[config.mk]
export PLATFORM = sky130hd
export DESIGN_NAME = script_token_lexer_unit_flat
export DESIGN_NICKNAME = d
export VERILOG_FILES = /design/src/rtl/stl_pkg.sv /design/src/rtl/stl_if.sv /design/src/rtl/script_token_lexer_unit.sv /design/src/rtl/stl_front.sv /design/src/rtl/stl_queue.sv /design/src/rtl/stl_back.sv /design/src/flat_wrapper.sv
export SDC_FILE = /design/constraint.sdc
export NUM_CORES = 1
export LEC_CHECK = 0
export BUFFER_PORTS_ARGS = -buffer_cell sky130_fd_sc_hd__buf_4
export CORE_ASPECT_RATIO = 1.2
export CORE_UTILIZATION = 46
export DETAILED_ROUTE_END_ITERATION = 10
export PLACE_DENSITY = 0.67
export SLEW_MARGIN = 20
export SYNTH_ARGS = -nofsm -noshare
export SYNTH_HDL_FRONTEND = slang
export SYNTH_SLANG_ARGS = --single-unit
[constraint.sdc]
create_clock -name clk_i -period 4.6 [get_ports clk_i]
set_input_delay 0 -clock clk_i [delete_from_list [all_inputs] [get_ports clk_i]]
set_output_delay 0 -clock clk_i [all_outputs]
set_load 0.01 [all_outputs]
[src/rtl/stl_pkg.sv]
// Shared types, constants and helper functions for the script token lexer.
// No dependencies; every other file of the block except stl_if imports this package.
`default_nettype none

package stl_pkg;

  // Sizing.
  localparam int KeywordMax   = 8;
  localparam int OffsetBits   = 16;
  localparam int WordLenBits  = $clog2(KeywordMax + 2);
  localparam int WordIdxBits  = $clog2(KeywordMax);
  localparam int QueueDepth   = 4;
  localparam int QueuePtrBits = $clog2(QueueDepth);
  localparam int QueueCntBits = $clog2(QueueDepth + 1);
  localparam int NumKeywords  = 9;

  // Lexer modes.
  localparam logic [3:0] ModeIdle      = 4'd0;
  localparam logic [3:0] ModeSlash     = 4'd1;
  localparam logic [3:0] ModeLineC     = 4'd2;
  localparam logic [3:0] ModeBlock     = 4'd3;
  localparam logic [3:0] ModeBlockStar = 4'd4;
  localparam logic [3:0] ModeOp        = 4'd5;
  localparam logic [3:0] ModeId        = 4'd6;
  localparam logic [3:0] ModeInt       = 4'd7;
  localparam logic [3:0] ModeFloat     = 4'd8;
  localparam logic [3:0] ModeStr       = 4'd9;
  localparam logic [3:0] ModeStrEsc    = 4'd10;

  // Token kinds.
  localparam logic [4:0] KindText       = 5'd0;
  localparam logic [4:0] KindEof        = 5'd0;
  localparam logic [4:0] KindId         = 5'd1;
  localparam logic [4:0] KindInt        = 5'd2;
  localparam logic [4:0] KindFloat      = 5'd3;
  localparam logic [4:0] KindStr        = 5'd4;
  localparam logic [4:0] KindEqEq       = 5'd5;
  localparam logic [4:0] KindNotEq      = 5'd6;
  localparam logic [4:0] KindLessEq     = 5'd7;
  localparam logic [4:0] KindGreaterEq  = 5'd8;
  localparam logic [4:0] KindPlusEq     = 5'd9;
  localparam logic [4:0] KindMinusEq    = 5'd10;
  localparam logic [4:0] KindPlusPlus   = 5'd11;
  localparam logic [4:0] KindMinusMinus = 5'd12;
  localparam logic [4:0] KindAndAnd     = 5'd13;
  localparam logic [4:0] KindOrOr       = 5'd14;
  localparam logic [4:0] KindKw0        = 5'd15;
  localparam logic [4:0] KindSingle     = 5'd24;

  // Characters with a special role.
  localparam logic [7:0] ChSlash     = 8'h2F;
  localparam logic [7:0] ChStar      = 8'h2A;
  localparam logic [7:0] ChDot       = 8'h2E;
  localparam logic [7:0] ChBackslash = 8'h5C;
  localparam logic [7:0] ChQuote     = 8'h22;
  localparam logic [7:0] ChSpace     = 8'h20;
  localparam logic [7:0] ChTab       = 8'h09;
  localparam logic [7:0] ChCr        = 8'h0D;
  localparam logic [7:0] ChLf        = 8'h0A;
  localparam logic [7:0] ChLowerN    = 8'h6E;
  localparam logic [7:0] ChEq        = 8'h3D;
  localparam logic [7:0] ChBang      = 8'h21;
  localparam logic [7:0] ChLess      = 8'h3C;
  localparam logic [7:0] ChGreater   = 8'h3E;
  localparam logic [7:0] ChPlus      = 8'h2B;
  localparam logic [7:0] ChMinus     = 8'h2D;
  localparam logic [7:0] ChAmp       = 8'h26;
  localparam logic [7:0] ChBar       = 8'h7C;

  // Keywords, right aligned: the first character sits in the highest used byte.
  localparam logic [63:0] KwText [NumKeywords] = '{
    64'("if"), 64'("else"), 64'("while"), 64'("for"), 64'("function"),
    64'("return"), 64'("var"), 64'("true"), 64'("false")
  };
  localparam logic [3:0] KwLen [NumKeywords] = '{
    4'd2, 4'd4, 4'd5, 4'd3, 4'd8, 4'd6, 4'd3, 4'd4, 4'd5
  };

  // One result item.
  typedef struct packed {
    logic [4:0]  kind;
    logic [7:0]  text;
    logic        has;
    logic        last;
    logic [15:0] start;
  } tok_t;

  // All results of one input item; r1 is valid when two is set.
  typedef struct packed {
    logic two;
    tok_t r1;
    tok_t r0;
  } bundle_t;

  typedef struct packed {
    logic full;
    logic empty;
  } q_stat_t;

  function automatic tok_t mk_tok(logic [4:0] kind, logic [7:0] text, logic has,
                                  logic last, logic [15:0] start);
    tok_t t;
    t.kind  = kind;
    t.text  = has ? text : 8'd0;
    t.has   = has;
    t.last  = last;
    t.start = start;
    return t;
  endfunction

  function automatic logic [15:0] off_to16(logic [OffsetBits-1:0] v);
    logic [31:0] w;
    w = 32'(v);
    return w[15:0];
  endfunction

  function automatic logic is_alpha(logic [7:0] c);
    return (c >= 8'h61 && c <= 8'h7A) || (c >= 8'h41 && c <= 8'h5A) || c == 8'h5F;
  endfunction

  function automatic logic is_digit(logic [7:0] c);
    return c >= 8'h30 && c <= 8'h39;
  endfunction

  function automatic logic is_space(logic [7:0] c);
    return c == ChSpace || c == ChTab || c == ChCr || c == ChLf;
  endfunction

  function automatic logic is_op_start(logic [7:0] c);
    return c == ChEq || c == ChBang || c == ChLess || c == ChGreater ||
           c == ChPlus || c == ChMinus || c == ChAmp || c == ChBar;
  endfunction

  // Kind of a two-character operator, or KindText when the pair is none.
  function automatic logic [4:0] pair_kind(logic [7:0] a, logic [7:0] b);
    logic [4:0] k;
    k = KindText;
    if (b == ChEq) begin
      case (a)
        ChEq:      k = KindEqEq;
        ChBang:    k = KindNotEq;
        ChLess:    k = KindLessEq;
        ChGreater: k = KindGreaterEq;
        ChPlus:    k = KindPlusEq;
        ChMinus:   k = KindMinusEq;
        default:   k = KindText;
      endcase
    end
    if (a == ChPlus && b == ChPlus) k = KindPlusPlus;
    if (a == ChMinus && b == ChMinus) k = KindMinusMinus;
    if (a == ChAmp && b == ChAmp) k = KindAndAnd;
    if (a == ChBar && b == ChBar) k = KindOrOr;
    return k;
  endfunction

endpackage

`default_nettype wire

[src/rtl/stl_if.sv]
// Valid/ready channel interfaces of the script token lexer.
// Depends on nothing; the payload follows the item fields of the block.
`default_nettype none

interface stl_in_if;
  logic       valid;
  logic       ready;
  logic [7:0] ch;
  logic       end_of_text;

  modport source (output valid, output ch, output end_of_text, input ready);
  modport sink (input valid, input ch, input end_of_text, output ready);
endinterface

interface stl_out_if;
  logic        valid;
  logic        ready;
  logic [4:0]  token_kind;
  logic [7:0]  text_char;
  logic        has_char;
  logic        token_end;
  logic [15:0] start_offset;

  modport source (output valid, output token_kind, output text_char, output has_char,
                  output token_end, output start_offset, input ready);
  modport sink (input valid, input token_kind, input text_char, input has_char,
                input token_end, input start_offset, output ready);
endinterface

`default_nettype wire

[src/rtl/script_token_lexer_unit.sv]
// Top level of the script token lexer: front end, bundle queue and back end.
// Depends on stl_pkg, stl_if, stl_front, stl_queue and stl_back.
//
// The block takes script text on in_i, one byte per item, and streams tokens
// on out_o. An item with end_of_text set closes any open token, emits an EOF
// item carrying the byte count, and restarts the offset at zero for new text.
// Identifier, number and string text is streamed one character per item with
// token_end low; the item with token_end high carries the token kind.
//
// Throughput: one input item per cycle while the queue is not full. A byte causes
// zero, one or two result items; the output register delivers one result item per
// cycle while the receiver is ready, so a run of bytes that each cause two results
// is limited by the output side.
// Path: a byte's results are written to the queue when the byte is accepted, and
// the output register then loads them from the queue head, one item at a time.
//
// The front end evaluates the lexer state machine for each accepted byte and
// pushes that byte's results as one bundle into a four-entry queue. The back
// end splits bundles into single items. When the receiver stalls, the queue
// absorbs up to four bundles before in_i.ready drops; nothing is lost.
// After reset the lexer is between tokens, the offset is zero and the block
// is ready at once.
`default_nettype none

module script_token_lexer_unit import stl_pkg::*; (
  input  logic      clk_i,
  input  logic      rst_ni,
  stl_in_if.sink    in_i,
  stl_out_if.source out_o
);

  logic    push;
  logic    pop;
  bundle_t push_bundle;
  bundle_t head_bundle;
  q_stat_t q_stat;

  // Front end: lexer state, lookahead byte and keyword buffer.
  stl_front u_front (
    .clk_i    (clk_i),
    .rst_ni   (rst_ni),
    .in_i     (in_i),
    .q_stat_i (q_stat),
    .push_o   (push),
    .bundle_o (push_bundle)
  );

  // Decoupling queue: one entry per byte that produced results.
  stl_queue u_queue (
    .clk_i       (clk_i),
    .rst_ni      (rst_ni),
    .push_i      (push),
    .push_data_i (push_bundle),
    .pop_i       (pop),
    .head_o      (head_bundle),
    .stat_o      (q_stat)
  );

  // Back end: serializes bundles into the output register.
  stl_back u_back (
    .clk_i    (clk_i),
    .rst_ni   (rst_ni),
    .head_i   (head_bundle),
    .q_stat_i (q_stat),
    .pop_o    (pop),
    .out_o    (out_o)
  );

endmodule

`default_nettype wire

[src/rtl/stl_front.sv]
// Lexer front end: accepts bytes, runs the lexer state machine and pushes the
// results of each byte as one bundle. Depends on stl_pkg and stl_if.
`default_nettype none

module stl_front import stl_pkg::*; (
  input  logic    clk_i,
  input  logic    rst_ni,
  stl_in_if.sink  in_i,
  input  q_stat_t q_stat_i,
  output logic    push_o,
  output bundle_t bundle_o
);

  logic [3:0]                 mode_q, mode_d;
  logic [7:0]                 held_q, held_d;
  logic [KeywordMax-1:0][7:0] wbuf_q;
  logic [WordLenBits-1:0]     wlen_q, wlen_d;
  logic [OffsetBits-1:0]      offset_q, offset_d;
  logic [OffsetBits-1:0]      tstart_q, tstart_d;

  logic                   accept;
  logic                   wb_we;
  logic [WordIdxBits-1:0] wb_idx;
  logic [7:0]             c;
  logic [4:0]             pk;
  logic [4:0]             wkind;
  logic [15:0]            ts16;
  logic [15:0]            off16;
  logic                   idle_path;
  logic [1:0]             cnt;
  tok_t                   res [2];

  // Keyword lookup over the buffered first characters of a word.
  function automatic logic [4:0] word_kind(logic [KeywordMax-1:0][7:0] wbuf,
                                           logic [WordLenBits-1:0] len);
    logic [4:0] k;
    logic       hit;
    k = KindId;
    for (int i = 0; i < NumKeywords; i++) begin
      hit = (len == WordLenBits'(KwLen[i]));
      for (int j = 0; j < 8; j++) begin
        if (j < int'(KwLen[i])) begin
          if (wbuf[j] != KwText[i][(int'(KwLen[i]) - 1 - j) * 8 +: 8]) hit = 1'b0;
        end
      end
      if (hit) k = KindKw0 + 5'(i);
    end
    return k;
  endfunction

  assign in_i.ready = !q_stat_i.full;
  assign accept     = in_i.valid && in_i.ready;
  assign c          = in_i.ch;
  assign pk         = pair_kind(held_q, c);
  assign wkind      = word_kind(wbuf_q, wlen_q);
  assign ts16       = off_to16(tstart_q);
  assign off16      = off_to16(offset_q);

  always_comb begin
    mode_d    = mode_q;
    held_d    = held_q;
    wlen_d    = wlen_q;
    offset_d  = offset_q;
    tstart_d  = tstart_q;
    wb_we     = 1'b0;
    wb_idx    = '0;
    idle_path = 1'b0;
    cnt       = 2'd0;
    res[0]    = '0;
    res[1]    = '0;

    if (in_i.end_of_text) begin
      // Close any open token, then report the end with the byte count.
      case (mode_q)
        ModeSlash, ModeOp: begin
          res[cnt[0]] = mk_tok(KindSingle, held_q, 1'b1, 1'b1, ts16);
          cnt = cnt + 2'd1;
        end
        ModeId: begin
          res[cnt[0]] = mk_tok(wkind, 8'd0, 1'b0, 1'b1, ts16);
          cnt = cnt + 2'd1;
        end
        ModeInt: begin
          res[cnt[0]] = mk_tok(KindInt, 8'd0, 1'b0, 1'b1, ts16);
          cnt = cnt + 2'd1;
        end
        ModeFloat: begin
          res[cnt[0]] = mk_tok(KindFloat, 8'd0, 1'b0, 1'b1, ts16);
          cnt = cnt + 2'd1;
        end
        ModeStr, ModeStrEsc: begin
          res[cnt[0]] = mk_tok(KindStr, 8'd0, 1'b0, 1'b1, ts16);
          cnt = cnt + 2'd1;
        end
        default: ;
      endcase
      res[cnt[0]] = mk_tok(KindEof, 8'd0, 1'b0, 1'b1, off16);
      cnt      = cnt + 2'd1;
      mode_d   = ModeIdle;
      held_d   = 8'd0;
      wlen_d   = '0;
      offset_d = '0;
      tstart_d = '0;
    end else begin
      offset_d = offset_q + OffsetBits'(1);
      case (mode_q)
        ModeSlash: begin
          if (c == ChSlash) begin
            mode_d = ModeLineC;
          end else if (c == ChStar) begin
            mode_d = ModeBlockStar;
          end else begin
            res[cnt[0]] = mk_tok(KindSingle, held_q, 1'b1, 1'b1, ts16);
            cnt = cnt + 2'd1;
            idle_path = 1'b1;
          end
        end
        ModeLineC: begin
          if (c == ChLf) mode_d = ModeIdle;
        end
        ModeBlock: begin
          if (c == ChStar) mode_d = ModeBlockStar;
        end
        ModeBlockStar: begin
          if (c == ChSlash) mode_d = ModeIdle;
          else if (c != ChStar) mode_d = ModeBlock;
        end
        ModeOp: begin
          if (pk != KindText) begin
            res[cnt[0]] = mk_tok(pk, 8'd0, 1'b0, 1'b1, ts16);
            cnt = cnt + 2'd1;
            mode_d = ModeIdle;
          end else begin
            res[cnt[0]] = mk_tok(KindSingle, held_q, 1'b1, 1'b1, ts16);
            cnt = cnt + 2'd1;
            idle_path = 1'b1;
          end
        end
        ModeId: begin
          if (is_alpha(c) || is_digit(c)) begin
            if (wlen_q < WordLenBits'(KeywordMax)) begin
              wb_we  = 1'b1;
              wb_idx = wlen_q[WordIdxBits-1:0];
            end
            if (wlen_q <= WordLenBits'(KeywordMax)) wlen_d = wlen_q + WordLenBits'(1);
            res[cnt[0]] = mk_tok(KindText, c, 1'b1, 1'b0, ts16);
            cnt = cnt + 2'd1;
          end else begin
            res[cnt[0]] = mk_tok(wkind, 8'd0, 1'b0, 1'b1, ts16);
            cnt = cnt + 2'd1;
            idle_path = 1'b1;
          end
        end
        ModeInt: begin
          if (is_digit(c) || c == ChDot) begin
            res[cnt[0]] = mk_tok(KindText, c, 1'b1, 1'b0, ts16);
            cnt = cnt + 2'd1;
            if (c == ChDot) mode_d = ModeFloat;
          end else begin
            res[cnt[0]] = mk_tok(KindInt, 8'd0, 1'b0, 1'b1, ts16);
            cnt = cnt + 2'd1;
            idle_path = 1'b1;
          end
        end
        ModeFloat: begin
          if (is_digit(c)) begin
            res[cnt[0]] = mk_tok(KindText, c, 1'b1, 1'b0, ts16);
            cnt = cnt + 2'd1;
          end else begin
            res[cnt[0]] = mk_tok(KindFloat, 8'd0, 1'b0, 1'b1, ts16);
            cnt = cnt + 2'd1;
            idle_path = 1'b1;
          end
        end
        ModeStr: begin
          if (c == ChQuote) begin
            res[cnt[0]] = mk_tok(KindStr, 8'd0, 1'b0, 1'b1, ts16);
            cnt = cnt + 2'd1;
            mode_d = ModeIdle;
          end else if (c == ChBackslash) begin
            mode_d = ModeStrEsc;
          end else begin
            res[cnt[0]] = mk_tok(KindText, c, 1'b1, 1'b0, ts16);
            cnt = cnt + 2'd1;
          end
        end
        ModeStrEsc: begin
          res[cnt[0]] = mk_tok(KindText, (c == ChLowerN) ? ChLf : c, 1'b1, 1'b0, ts16);
          cnt = cnt + 2'd1;
          mode_d = ModeStr;
        end
        default: idle_path = 1'b1;
      endcase

      // Start of a new token from the between-tokens state.
      if (idle_path) begin
        mode_d = ModeIdle;
        if (!is_space(c)) begin
          tstart_d = offset_q;
          if (c == ChSlash) begin
            held_d = c;
            mode_d = ModeSlash;
          end else if (is_op_start(c)) begin
            held_d = c;
            mode_d = ModeOp;
          end else if (is_alpha(c)) begin
            wlen_d = WordLenBits'(1);
            wb_we  = 1'b1;
            wb_idx = '0;
            res[cnt[0]] = mk_tok(KindText, c, 1'b1, 1'b0, off16);
            cnt = cnt + 2'd1;
            mode_d = ModeId;
          end else if (is_digit(c)) begin
            res[cnt[0]] = mk_tok(KindText, c, 1'b1, 1'b0, off16);
            cnt = cnt + 2'd1;
            mode_d = ModeInt;
          end else if (c == ChQuote) begin
            mode_d = ModeStr;
          end else begin
            res[cnt[0]] = mk_tok(KindSingle, c, 1'b1, 1'b1, off16);
            cnt = cnt + 2'd1;
          end
        end
      end
    end
  end

  assign push_o       = accept && (cnt != 2'd0);
  assign bundle_o.two = cnt[1];
  assign bundle_o.r0  = res[0];
  assign bundle_o.r1  = res[1];

  always_ff @(posedge clk_i or negedge rst_ni) begin
    if (!rst_ni) begin
      mode_q   <= ModeIdle;
      held_q   <= 8'd0;
      wlen_q   <= '0;
      offset_q <= '0;
      tstart_q <= '0;
    end else if (accept) begin
      mode_q   <= mode_d;
      held_q   <= held_d;
      wlen_q   <= wlen_d;
      offset_q <= offset_d;
      tstart_q <= tstart_d;
    end
  end

  always_ff @(posedge clk_i) begin
    if (accept && wb_we) wbuf_q[wb_idx] <= c;
  end

endmodule

`default_nettype wire

[src/rtl/stl_queue.sv]
// Short queue of result bundles between the lexer front end and back end.
// Depends on stl_pkg.
`default_nettype none

module stl_queue import stl_pkg::*; (
  input  logic    clk_i,
  input  logic    rst_ni,
  input  logic    push_i,
  input  bundle_t push_data_i,
  input  logic    pop_i,
  output bundle_t head_o,
  output q_stat_t stat_o
);

  bundle_t                  mem [QueueDepth];
  logic [QueuePtrBits-1:0]  wr_ptr_q, rd_ptr_q;
  logic [QueueCntBits-1:0]  count_q;
  logic                     do_push, do_pop;

  function automatic logic [QueuePtrBits-1:0] ptr_inc(logic [QueuePtrBits-1:0] p);
    return (p == QueuePtrBits'(QueueDepth - 1)) ? '0 : p + QueuePtrBits'(1);
  endfunction

  assign stat_o.full  = (count_q == QueueCntBits'(QueueDepth));
  assign stat_o.empty = (count_q == '0);
  assign do_push      = push_i && !stat_o.full;
  assign do_pop       = pop_i && !stat_o.empty;
  assign head_o       = mem[rd_ptr_q];

  always_ff @(posedge clk_i or negedge rst_ni) begin
    if (!rst_ni) begin
      wr_ptr_q <= '0;
      rd_ptr_q <= '0;
      count_q  <= '0;
    end else begin
      if (do_push) wr_ptr_q <= ptr_inc(wr_ptr_q);
      if (do_pop) rd_ptr_q <= ptr_inc(rd_ptr_q);
      if (do_push && !do_pop) count_q <= count_q + QueueCntBits'(1);
      else if (do_pop && !do_push) count_q <= count_q - QueueCntBits'(1);
    end
  end

  always_ff @(posedge clk_i) begin
    if (do_push) mem[wr_ptr_q] <= push_data_i;
  end

endmodule

`default_nettype wire

[src/rtl/stl_back.sv]
// Lexer back end: splits each queued bundle into single result items and
// holds them in the output register. Depends on stl_pkg and stl_if.
`default_nettype none

module stl_back import stl_pkg::*; (
  input  logic      clk_i,
  input  logic      rst_ni,
  input  bundle_t   head_i,
  input  q_stat_t   q_stat_i,
  output logic      pop_o,
  stl_out_if.source out_o
);

  logic ovalid_q;
  logic sub_q;
  tok_t otok_q;
  logic load;
  logic last_sub;

  assign load     = !q_stat_i.empty && (!ovalid_q || out_o.ready);
  assign last_sub = sub_q || !head_i.two;
  assign pop_o    = load && last_sub;

  always_ff @(posedge clk_i or negedge rst_ni) begin
    if (!rst_ni) begin
      ovalid_q <= 1'b0;
      sub_q    <= 1'b0;
    end else begin
      if (load) begin
        ovalid_q <= 1'b1;
        sub_q    <= !last_sub;
      end else if (out_o.ready) begin
        ovalid_q <= 1'b0;
      end
    end
  end

  always_ff @(posedge clk_i) begin
    if (load) otok_q <= sub_q ? head_i.r1 : head_i.r0;
  end

  assign out_o.valid        = ovalid_q;
  assign out_o.token_kind   = otok_q.kind;
  assign out_o.text_char    = otok_q.text;
  assign out_o.has_char     = otok_q.has;
  assign out_o.token_end    = otok_q.last;
  assign out_o.start_offset = otok_q.start;

endmodule

`default_nettype wire

[src/flat_wrapper.sv]
// flat-port wrapper written by rule: the top's interface ports become plain ports
module script_token_lexer_unit_flat import stl_pkg::*;
  (clk_i, rst_ni, in_i_valid, in_i_ch, in_i_end_of_text, in_i_ready, out_o_valid, out_o_token_kind, out_o_text_char, out_o_has_char, out_o_token_end, out_o_start_offset, out_o_ready);
  stl_in_if in_i_i ();
  stl_out_if out_o_i ();
  input  logic clk_i;
  input  logic rst_ni;
  input wire logic [$bits(in_i_i.valid)-1:0] in_i_valid;
  input wire logic [$bits(in_i_i.ch)-1:0] in_i_ch;
  input wire logic [$bits(in_i_i.end_of_text)-1:0] in_i_end_of_text;
  output wire logic [$bits(in_i_i.ready)-1:0] in_i_ready;
  output wire logic [$bits(out_o_i.valid)-1:0] out_o_valid;
  output wire logic [$bits(out_o_i.token_kind)-1:0] out_o_token_kind;
  output wire logic [$bits(out_o_i.text_char)-1:0] out_o_text_char;
  output wire logic [$bits(out_o_i.has_char)-1:0] out_o_has_char;
  output wire logic [$bits(out_o_i.token_end)-1:0] out_o_token_end;
  output wire logic [$bits(out_o_i.start_offset)-1:0] out_o_start_offset;
  input wire logic [$bits(out_o_i.ready)-1:0] out_o_ready;
  assign in_i_i.valid = in_i_valid;
  assign in_i_i.ch = in_i_ch;
  assign in_i_i.end_of_text = in_i_end_of_text;
  assign in_i_ready = in_i_i.ready;
  assign out_o_valid = out_o_i.valid;
  assign out_o_token_kind = out_o_i.token_kind;
  assign out_o_text_char = out_o_i.text_char;
  assign out_o_has_char = out_o_i.has_char;
  assign out_o_token_end = out_o_i.token_end;
  assign out_o_start_offset = out_o_i.start_offset;
  assign out_o_i.ready = out_o_ready;
  script_token_lexer_unit u_core (.clk_i(clk_i), .rst_ni(rst_ni), .in_i(in_i_i), .out_o(out_o_i));
endmodule
Word level (Yosys, flattened, before mapping) --
Memories as Yosys holds them, arrays and structs flattened. Index checks and enable logic that the tools add are counted.
Operators by class: reduce and logical (&&, ||, !) cells 58, eq/ne operators 88, mux-type cells 174, bitwise operators 2, order comparisons 14, $add $sub $neg 8
Operators with widths (count):
- $mux W62 | 8
- $mux W31 | 9
- $ne A8 B7 Y1 const B | 34
- $pmux W31 S7 | 1
- $bwmux W62 | 3
- $pmux W31 S5 | 1
- $eq A8 B6 Y1 const B | 19
- $mux W4 | 28
- $mux W1 | 65
- $mux W5 | 13
- $bwmux W64 | 1
- $mux W16 | 4
- $demux W31 S1 | 2
- $mux W28 | 2
- $mux W8 | 7
- $eq A8 B7 Y1 const B | 5
- $mux W3 | 11
- $pmux W4 S8 | 1
- $mux W29 | 1
- $eq A4 B3 Y1 const B | 7
- $mux W26 | 1
- $demux W8 S3 | 1
- $eq A8 B4 Y1 const B | 3
- $mux W2 | 12
- other kinds (42) | 105
Word-level totals: output and inout bits 33, memory bits (writable) 252, bits of input ports 13, memories 1, flip-flop bits (word level) 152
Memory list:
- u_core.u_queue.mem | words 4, width 63, read ports 1, clocked after memory_dff 0, wr ports 1, RTL line stl_queue.sv:15 | bundle_t mem [QueueDepth];

Depth between registers and ports, before layout --
Gate-level depths: netlist of the first run.
word-level depth 26, depth in mapped cells 16, mapped depth without buffers 13

By module --
A second synthesis of the first run with hierarchy kept.
Second synthesis, totals: cells, all modules 1186, area total of the unflattened synthesis 18034.8 sq um
Modules (own cells, without submodules):
- stl_queue | instances 1, cells an instance 366, area an instance 9552.9 sq um
- stl_front | instances 1, cells an instance 745, area an instance 6926.6 sq um
- stl_back | instances 1, cells an instance 75, area an instance 1555.2 sq um

Worst setup path after synthesis of the first run --
Ideal clock, no wire load.
path type register to register, start register u_core.u_front.mode_q[1], end memory u_core.u_queue.mem[1][0] (netlist name), enable pin, setup slack 0.253 ns, path buffers 3, data arrival time 3.924 ns, cell stages (with the launch flop) 12, library setup time 0.423 ns, period minus slack after synthesis 4.347 ns, cells stage by stage dfrtp_1 -> buf_2 -> nand2b_1 -> nor3_1 -> nand2_2 -> o311ai_4 -> clkbuf_1 -> clkbuf_1 -> ha_1 -> nor4_1 -> a311oi_2 -> and2_1
Between the ends: longest elaborated chain between the ends 18, elaborated cells between the ends (all ways) 34, classes of those cells add/sub: 2; eq/ne: 10; mux: 16; reduce/logical: 6
RTL lines:
- start, declared | RTL line stl_front.sv:14 | logic [3:0] mode_q, mode_d;
- start signal, assigned | RTL line stl_front.sv:235 | mode_q <= ModeIdle;
- start signal, assigned | RTL line stl_front.sv:241 | mode_q <= mode_d;
- $eq A4 B4 Y1 / $eq A4 B3 Y1 (equally long branches) | RTL line stl_front.sv:74, stl_front.sv:106
- $reduce_or A5 Y1 (no line)
- $pmux W1 S3 | RTL line stl_front.sv:106 | case (mode_q)
- $mux W2 | RTL line stl_front.sv:72 | if (in_i.end_of_text) begin
- $add A2 B1 Y2 | RTL line stl_front.sv:211, stl_front.sv:215, stl_front.sv:221
- $mux W2 | RTL line stl_front.sv:217 | end else if (c == ChQuote) begin
- $mux W2 | RTL line stl_front.sv:213 | end else if (is_digit(c)) begin
- $mux W2 | RTL line stl_front.sv:206 | end else if (is_alpha(c)) begin
- [3 not listed]
- $mux W2 | RTL line stl_front.sv:196 | if (idle_path) begin
- $mux W2 * | RTL line stl_front.sv:72
- $reduce_bool A2 Y1 * | RTL line stl_front.sv:228 | assign push_o = accept && (cnt != 2'd0);
- $logic_and A1 B1 Y1 * | RTL line stl_front.sv:228
- $logic_and A1 B1 Y1 * | RTL line stl_queue.sv:26 | assign do_push = push_i && !stat_o.full;
- named net u_core.u_queue.do_push | RTL line stl_queue.sv:18 | logic do_push, do_pop;
- $mux W1 * | RTL line stl_queue.sv:44 | if (do_push) mem[wr_ptr_q] <= push_data_i;
- $mux W1 (not written as such) * | RTL line stl_queue.sv:44
- end, declared | RTL line stl_queue.sv:15
Mark *: on every way through the listed nets, which the timed path passes. The rest lies on a longest branch. The select of a mux whose other input is x is not followed.

Worst setup path after layout of the first run --
start register u_core.u_front.mode_q[2], end register u_core.u_queue.count_q[2]
Between the ends: longest elaborated chain between the ends 19, elaborated cells between the ends (all ways) 37, classes of those cells add/sub: 2; eq/ne: 10; mux: 15; reduce/logical: 10
RTL lines:
- $eq A4 B4 Y1 / $eq A4 B3 Y1 (equally long branches) | RTL line stl_front.sv:74, stl_front.sv:106
- $reduce_or A5 Y1 (no line)
- $pmux W1 S3 | RTL line stl_front.sv:106
- $mux W2 | RTL line stl_front.sv:72
- $add A2 B1 Y2 | RTL line stl_front.sv:211, stl_front.sv:215, stl_front.sv:221
- $mux W2 | RTL line stl_front.sv:217
- $mux W2 | RTL line stl_front.sv:213
- $mux W2 | RTL line stl_front.sv:206
- [4 not listed]
- $mux W2 * | RTL line stl_front.sv:72
- $reduce_bool A2 Y1 * | RTL line stl_front.sv:228
- $logic_and A1 B1 Y1 * | RTL line stl_front.sv:228
- $logic_and A1 B1 Y1 * | RTL line stl_queue.sv:26
- named net u_core.u_queue.do_push | RTL line stl_queue.sv:18
- $logic_not A1 Y1 | RTL line stl_queue.sv:39 | else if (do_pop && !do_push) count_q <= count_q - QueueCntBits'(1);
- $logic_and A1 B1 Y1 | RTL line stl_queue.sv:39
- $reduce_bool A2 Y1 (no line)
- end signal, assigned | RTL line stl_queue.sv:38 | if (do_push && !do_pop) count_q <= count_q + QueueCntBits'(1);
- end signal, assigned | RTL line stl_queue.sv:39
- end, declared | RTL line stl_queue.sv:17 | logic [QueueCntBits-1:0] count_q;
Marks and branches as above. A chain may end at the register's enable or synchronous reset.

==> results of run 1 <==
==> stage by stage <==
stage,util,cells
floorplan,-,1216
global placement,0.493,1691
detailed placement,0.493,1691
CTS,0.530,1772
global route,0.530,1772
finish,0.530,1772
==> flip-flops by register name, summed over array words and instances, names as in the netlist, 3 cells and up <==
register	count
u_core.u_queue.count_q	3
u_core.u_back.out_o.start_offset	16
u_core.u_front.wbuf_q	64
u_core.u_front.off16	16
u_core.u_front.ts16	16
u_core.u_back.out_o.text_char	8
u_core.u_front.mode_q	4
u_core.u_back.out_o.token_kind	5
u_core.u_front.wlen_q	4
u_core.u_front.held_q	8
u_core.u_queue.mem	236
==> cell usage after synthesis, types with 15 or more instances <==
cell type  instances  area, sq um
and2_1            22          138
a221o_1           17          170
nand2b_1          16          100
nand2_1          142          533
nor3_1            22          110
a21oi_1           26          130
edfxtp_1         331         9940
o21ai_0           38          190
dfrtp_1           57         1430
mux2i_1           23          230
nor2b_1           24          150
nor2_1            86          323
clkbuf_1          39          146
inv_1             22         82.6
a22o_1            24          210
mux4_2            59         1330
nand3_1           26          130
buf_2             16         80.1
nor4_1            18          113
nand4_1           15         93.8
==> per-layer routing <==
metal	track usage	share of wire
met1	0.267	0.40
met2	0.368	0.51
met3	0.0315	0.048
met4	0.0840	0.034
met5	0	0
==> cell families (layout without fill, tap and decap cells) <==
logic type	Yosys count	count (layout)	share of synthesized area
fa+ha+maj	13	13	0.00981
buf+inv	97	179	0.0246
compound gates	165	165	0.0688
simple gates	446	446	0.138
xor+xnor	18	18	0.00909
flops	388	388	0.655
mux	89	89	0.0944
==> final cells by class <==
type	count	share of cell area
Clock buffer	43	0.0505
Clock inverter	27	0.0136
Inverter	22	0.00421
Multi-Input combinational cell	731	0.284
Sequential cell	388	0.580
Tap cell	474	0.0302
Timing Repair Buffer	87	0.0373
==> what timing repair did <==
item | in CTS | in global routing
hold buffers | 11 | 0
hold endpoints to repair | 131 | 0
gates resized for setup | 0 | 0
setup endpoints to repair | 0 | 0
==> power breakdown <==
part	switching [mW]	total, mW	internal (mW)
combinational	2.38	4.01	1.63
sequential	0.377	5.28	4.91
clock	1.33	3.12	1.79
==> worst max-delay path, stage by stage (launching register included) <==
cell      delay, ns
dfrtp_1        0.59
or4b_1         0.71
nand3_1        0.19
a32oi_1        0.14
o211a_1        0.19
a21oi_4        0.27
a211oi_1       0.13
a311oi_2       0.29
buf_4          0.22
ha_1           0.19
inv_1          0.06
fa_1           0.37
xor2_1         0.17
nor2_1         0.12
xor2_1         0.16
==> how the worst max path moves through the flow <==
| stage | start | cells after the start | slack (ns) | to |
|---|---|---|---|---|
| after floorplan | u_core.u_front.mode_q[1]$_DFFE_PN0P_ | 11 | 0.25 | u_core.u_queue.mem[1][0]$_DFFE_PP_ |
| after global placement | u_core.u_front.mode_q[2]$_DFFE_PN0P_ | 14 | 0.82 | u_core.u_queue.count_q[2]$_DFFE_PN0P_ |
| after detailed placement | u_core.u_front.mode_q[2]$_DFFE_PN0P_ | 14 | 0.79 | u_core.u_queue.count_q[2]$_DFFE_PN0P_ |
| after CTS | u_core.u_front.mode_q[2]$_DFFE_PN0P_ | 14 | 0.74 | u_core.u_queue.count_q[2]$_DFFE_PN0P_ |
| after global routing | u_core.u_front.mode_q[2]$_DFFE_PN0P_ | 14 | 0.48 | u_core.u_queue.count_q[2]$_DFFE_PN0P_ |
| final | u_core.u_front.mode_q[2]$_DFFE_PN0P_ | 14 | 0.72 | u_core.u_queue.count_q[2]$_DFFE_PN0P_ |
==> layout by cell type (no fill, tap or decap), types with 15 or more instances in the layout <==
cell type | netlist | final
nand2b_1 | 16 | 16
o21ai_0 | 38 | 37
a21oi_1 | 26 | 25
edfxtp_1 | 331 | 331
nand3_1 | 26 | 26
nand4_1 | 15 | 15
mux2i_1 | 23 | 23
nand2_1 | 142 | 142
a22o_1 | 24 | 24
and2_1 | 22 | 18
clkbuf_16 | 0 | 39
buf_4 | 1 | 72
nor2_1 | 86 | 85
inv_1 | 22 | 22
dfrtp_1 | 57 | 55
mux4_2 | 59 | 59
nor2b_1 | 24 | 24
a221o_1 | 17 | 17
nor3_1 | 22 | 22
nor4_1 | 18 | 18
==> flow_summary_export.csv, run 1 <==
group,metric,value,unit
status,outcome,"finished with violations",
status,violations,"design-rule violations",
setup_path,endpoint_kind,"register",
synthesis,ys_seq_area_frac,0.655,
cts,cts_tree,"built",
sta,setup_violations,0,
route,wl_per_cell,22.5,um
sta,finalWorstSetupSlack,0.721,ns
layout,seq_area,11400,sq um
synthesis,ys_warn_count,0,
hold_path,hold_path.class,"input port to async pin",
setup_path,cp.arrival,4.34,ns
route,drt_first_pass_iters,8,
sta,finalMaxSlewViolations,0,
synthesis,synthCells,1216,
sta,post-route-period-util,0.843,
sta,final-hold-violation-count,0,
placed_design,gp_congestion,0.933,
sta,final.setup.tns,0,ns
cts,cts-htree-levels,2,
route,via_per_inst,5.94,
sta,period_needed,3.88,ns
synthesis,syn_avg_cell_area,14.3,sq um
layout,fin_area,19600,sq um
power_and_ir_drop,p_per_area,633,nW/um^2
synthesis,ys.flop_type,"edfxtp_1",
cts,clock-sinks,388,
setup_path,timing.rr.start,"u_core.u_front.mode_q[2]$_DFFE_PN0P_",
placed_design,dpl.hpwl,25100,um
placed_design,dp_slack,0.789,ns
setup_path,start_kind,"register",
setup_path,required,5.06,ns
grt,grt_pass1_vias,10800,
layout,multi_input_comb_area,5570,sq um
power_and_ir_drop,ir_drop,0.301,mV
route,drtIter0Drc,836,
cts,insertion_delay,0.54,ns
layout,nNetsFinal,1294,
sta,fin_skew,0.0129,ns
synthesis,async_flop_share,0.147,
power_and_ir_drop,total_power,12.4,mW
run,drv_cap,0,
layout,drive_gt1_frac,0.177,
die,io_pins,46,
setup_path,regToRegSetupSlack,0.72,ns
sta,hold_slack,0.0890,ns
cts,postCtsSetupBuffers,0,
synthesis,netlist_area,17300,sq um
synthesis,synth_nets,1242,
layout,nFillCells,3085,
cts,cts_buffer_depth,3,
setup_path,path_max_fanout,20,
grt,grt_pass1_wl,61900,um
die,std_cell_rows,77,
synthesis,synth_seq_cells,388,
synthesis,synth_edf_count,331,
setup_path,reg2reg_to,"u_core.u_queue.count_q[2]$_DFFE_PN0P_",
route,drc_errors,6,
setup_path,path_class,"register to register",
sta,maxSlewHeadroom,0.333,
cts,clockRootBuffer,"clkbuf_16",
power_and_ir_drop,p_leak,6.98,nW
route,drt-total-wl,39800,um
die,coreArea,37000,sq um
route,ant_nets,0,
route,num_vias,10500,
grt,grt_max_degree,61,
placed_design,portBuffers,45,
sta,max_freq,0.258,GHz
sta,rsz0062_at_grt,"no",
cts,clkTransAtPathRegs,0.07,ns
layout,area_growth,13.1,%
placed_design,postPlaceCellArea,18200,sq um
cts,cts-buffers-inserted,38,
die,start_util,0.469,
grt,gr-usage-all-layers,0.213,
grt,grt_overflow,0,
die,dieArea,38500,sq um
synthesis,synth_cell_types,83,
layout,antennaDiodeCount,0,
sta,worst_pin_slew,1.00,ns
setup_path,ff2ff_path_depth,14,
grt,antenna_found_initial,0,
die,die_y,215,um
die,die_x,179,um
No activity file was read; power rests on OpenSTA's default activity.
==> run 2: changes to the inputs <==
- ABC_AREA: default -> 1
- PLACE_DENSITY: 0.67 -> 0.65
- clock period: 4.6 -> 3.6 ns (I/O delays scaled with it)
==> flow_summary_export.csv, run 2 <==
group,metric,value,unit
synthesis,synth_nets,1725,
layout,drive_gt1_frac,0.123,
die,dieArea,39000,sq um
sta,rsz0062_at_grt,"no",
cts,insertion_delay,0.54,ns
cts,cts-buffers-inserted,38,
layout,nNetsFinal,1789,
sta,max_freq,0.309,GHz
synthesis,yosysTopAreaCell,"edfxtp_1",
layout,regMostFlops,"u_core.u_queue.mem",
setup_path,required,4.02,ns
die,std_cell_rows,78,
grt,grt_pass1_wl,68600,um
layout,area_growth,13.8,%
placed_design,gp_congestion,0.900,
power_and_ir_drop,p_leak,7.41,nW
route,wl_per_cell,19.5,um
route,drc_errors,0,
synthesis,synth_top_area_share,0.566,
route,drt_first_pass_iters,5,
placed_design,dp_slack,0.409,ns
synthesis,synth_area_leaders,"edfxtp_1 57%, dfrtp_1 8.1%, nor2_1 7.1%",
grt,antenna_found_initial,0,
sta,finalMaxSlewViolations,0,
cts,cts-htree-levels,2,
sta,finalWorstSetupSlack,0.366,ns
setup_path,endpoint_kind,"register",
setup_path,path_max_fanout,7,
synthesis,syn_avg_cell_area,10.3,sq um
die,io_pins,46,
power_and_ir_drop,ir_drop,0.563,mV
sta,worst_pin_slew,1.10,ns
layout,fin_cells,2270,
sta,setup_violations,0,
synthesis,synth_seq_cells,388,
placed_design,portBuffers,45,
cts,postCtsHoldBufs,12,
cts,clock-sinks,388,
route,via_per_inst,5.60,
run,drv_cap,0,
sta,maxSlewHeadroom,0.268,
grt,grt_overflow,0,
synthesis,synth_common_cells,"334 x nor2_1, 331 x edfxtp_1, 211 x nand2_1, 160 x o21ai_0, 109 x inv_1",
route,drt-total-wl,44200,um
synthesis,netlist_area,17600,sq um
die,start_util,0.465,
synthesis,ys_seq_area_frac,0.647,
synthesis,ys_warn_count,0,
cts,postCtsSetupBuffers,0,
status,outcome,"finished, final reports clean",
synthesis,ys.flop_type,"edfxtp_1",
cts,cts_buffer_depth,3,
placed_design,placed_cells,2191,
grt,gr-usage-all-layers,0.228,
die,coreArea,37800,sq um
synthesis,synthCells,1699,
cts,clkTransAtPathRegs,0.06,ns
layout,mostFrequentLayoutCells,"331 x edfxtp_1, 330 x nor2_1, 211 x nand2_1",
die,die_x,180,um
cts,cts_tree,"built",
hold_path,hold_path.class,"input port to async pin",
route,num_vias,12700,
sta,final-hold-violation-count,0,
layout,final_common_cell,"edfxtp_1",
sta,post-route-period-util,0.898,
setup_path,start_kind,"register",
power_and_ir_drop,p_per_area,791,nW/um^2
grt,grt_pass1_vias,12400,
die,die_y,216,um
layout,top_regs,"u_core.u_queue.mem x236, u_core.u_front.wbuf_q x64",
grt,grt_max_degree,118,
synthesis,synth_cell_types,45,
setup_path,cp.arrival,3.66,ns
sta,fin_skew,0.0124,ns
layout,antennaDiodeCount,0,
layout,largest_register_ffs,236,
cts,clockRootBuffer,"clkbuf_16",
route,ant_nets,0,
setup_path,path_class,"register to register",
synthesis,async_flop_share,0.147,
sta,period_needed,3.23,ns
route,drtIter0Drc,1058,
cts,cts_resized,0,
synthesis,synth_edf_count,331,
placed_design,dpl.hpwl,29200,um
synthesis,synth.most_common_cell,"nor2_1",
[run 2: changes by cell type after synthesis, sizes merged, moves of 36 or more]
cell,delta
a31oi,+36
inv,+114
mux4,-59
nand2,+81
nand3,+70
nor2,+260
o21ai,+132
[run 2: where the power goes]
part	leakage [nW]	internal [mW]	total (mW)	switching, mW
sequential	3.86	6.25	6.63	0.381
clock	0.610	2.36	4.04	1.68
combinational	2.94	1.55	5.15	3.60
total	7.41	10.2	15.8	5.66
[run 2: critical path, stage by stage, from the launching register on]
cell     delay [ns]
dfrtp_1        0.42
inv_2          0.09
nor2_1         0.16
inv_2          0.07
nor2_2         0.21
nor2_1         0.12
nand3_1        0.15
ha_1           0.16
nand3_1        0.12
nand2_1        0.11
nand4_1        0.07
nor2_1         0.17
nor2_1         0.07
nand2_2        0.11
nand2_4        0.05
inv_1          0.06
ha_1           0.14
inv_1          0.07
fa_1           0.38
a21oi_1        0.14
o21ai_0        0.10
xor2_1         0.15
[run 2: path summary, 6_finish.rpt]
check	from	end	slack [ns]	depth (start not counted)
setup / recovery	u_core.u_front.mode_q[1]$_DFFE_PN0P_	u_core.u_queue.count_q[2]$_DFFE_PN0P_	0.37	21
hold / removal	rst_ni	u_core.u_front.ts16[4]$_DFFE_PN0P_	0.09	2
setup reg to reg	u_core.u_front.mode_q[1]$_DFFE_PN0P_	u_core.u_queue.count_q[2]$_DFFE_PN0P_	0.37	21
hold reg to reg	u_core.u_front.off16[11]$_DFFE_PN0P_	u_core.u_front.off16[11]$_DFFE_PN0P_	0.52	1
max in group asynchronous	rst_ni	u_core.u_queue.rd_ptr_q[0]$_DFFE_PN0P_	2.88	2
min in group clk_i	out_o_ready	u_core.u_back.out_o.valid$_DFFE_PN0P_	0.18	3
[run 2: cell type report]
| class | count | area (sq um) |
|---|---|---|
| Timing Repair Buffer | 92 | 796 |
| Sequential cell | 388 | 11400 |
| Inverter | 139 | 522 |
| Clock buffer | 46 | 1000 |
| Fill cell | 3298 | 17800 |
| Clock inverter | 21 | 255 |
| Tap cell | 480 | 601 |
| Multi-Input combinational cell | 1104 | 5450 |
[run 2: per-layer routing]
metal  vias to the layer above  track usage  routed length [um]
li1                       6111            -                   -
met4                         0       0.0812                1290
met2                       342        0.391               21800
met1                      6171        0.299               18900
met5                         -            0                   0
met3                        81       0.0284                2130
[run 2: logic make-up (layout without fill, tap and decap cells)]
family / count (synthesis) / after routing / share of synthesized area
fa+ha+maj: 13 / 13 / 0.00968
compound gates: 340 / 340 / 0.111
flops: 388 / 388 / 0.647
buf+inv: 207 / 298 / 0.0459
xor+xnor: 4 / 4 / 0.00199
simple gates: 747 / 747 / 0.185
[run 2: stage by stage]
step,utilization,total power [mW],instance area (sq um),hold WS [ns],setup TNS (ns)
after floorplan,-,10.1,17600,-0.296,-129.79
after global placement,0.493,11.8,18600,0.146,0
after detailed placement,0.493,11.9,18600,0.145,0
after CTS,0.529,15.9,20000,0.127,0
after global routing,0.529,16.7,20000,0.149,0
final,0.529,15.8,20000,0.0863,0
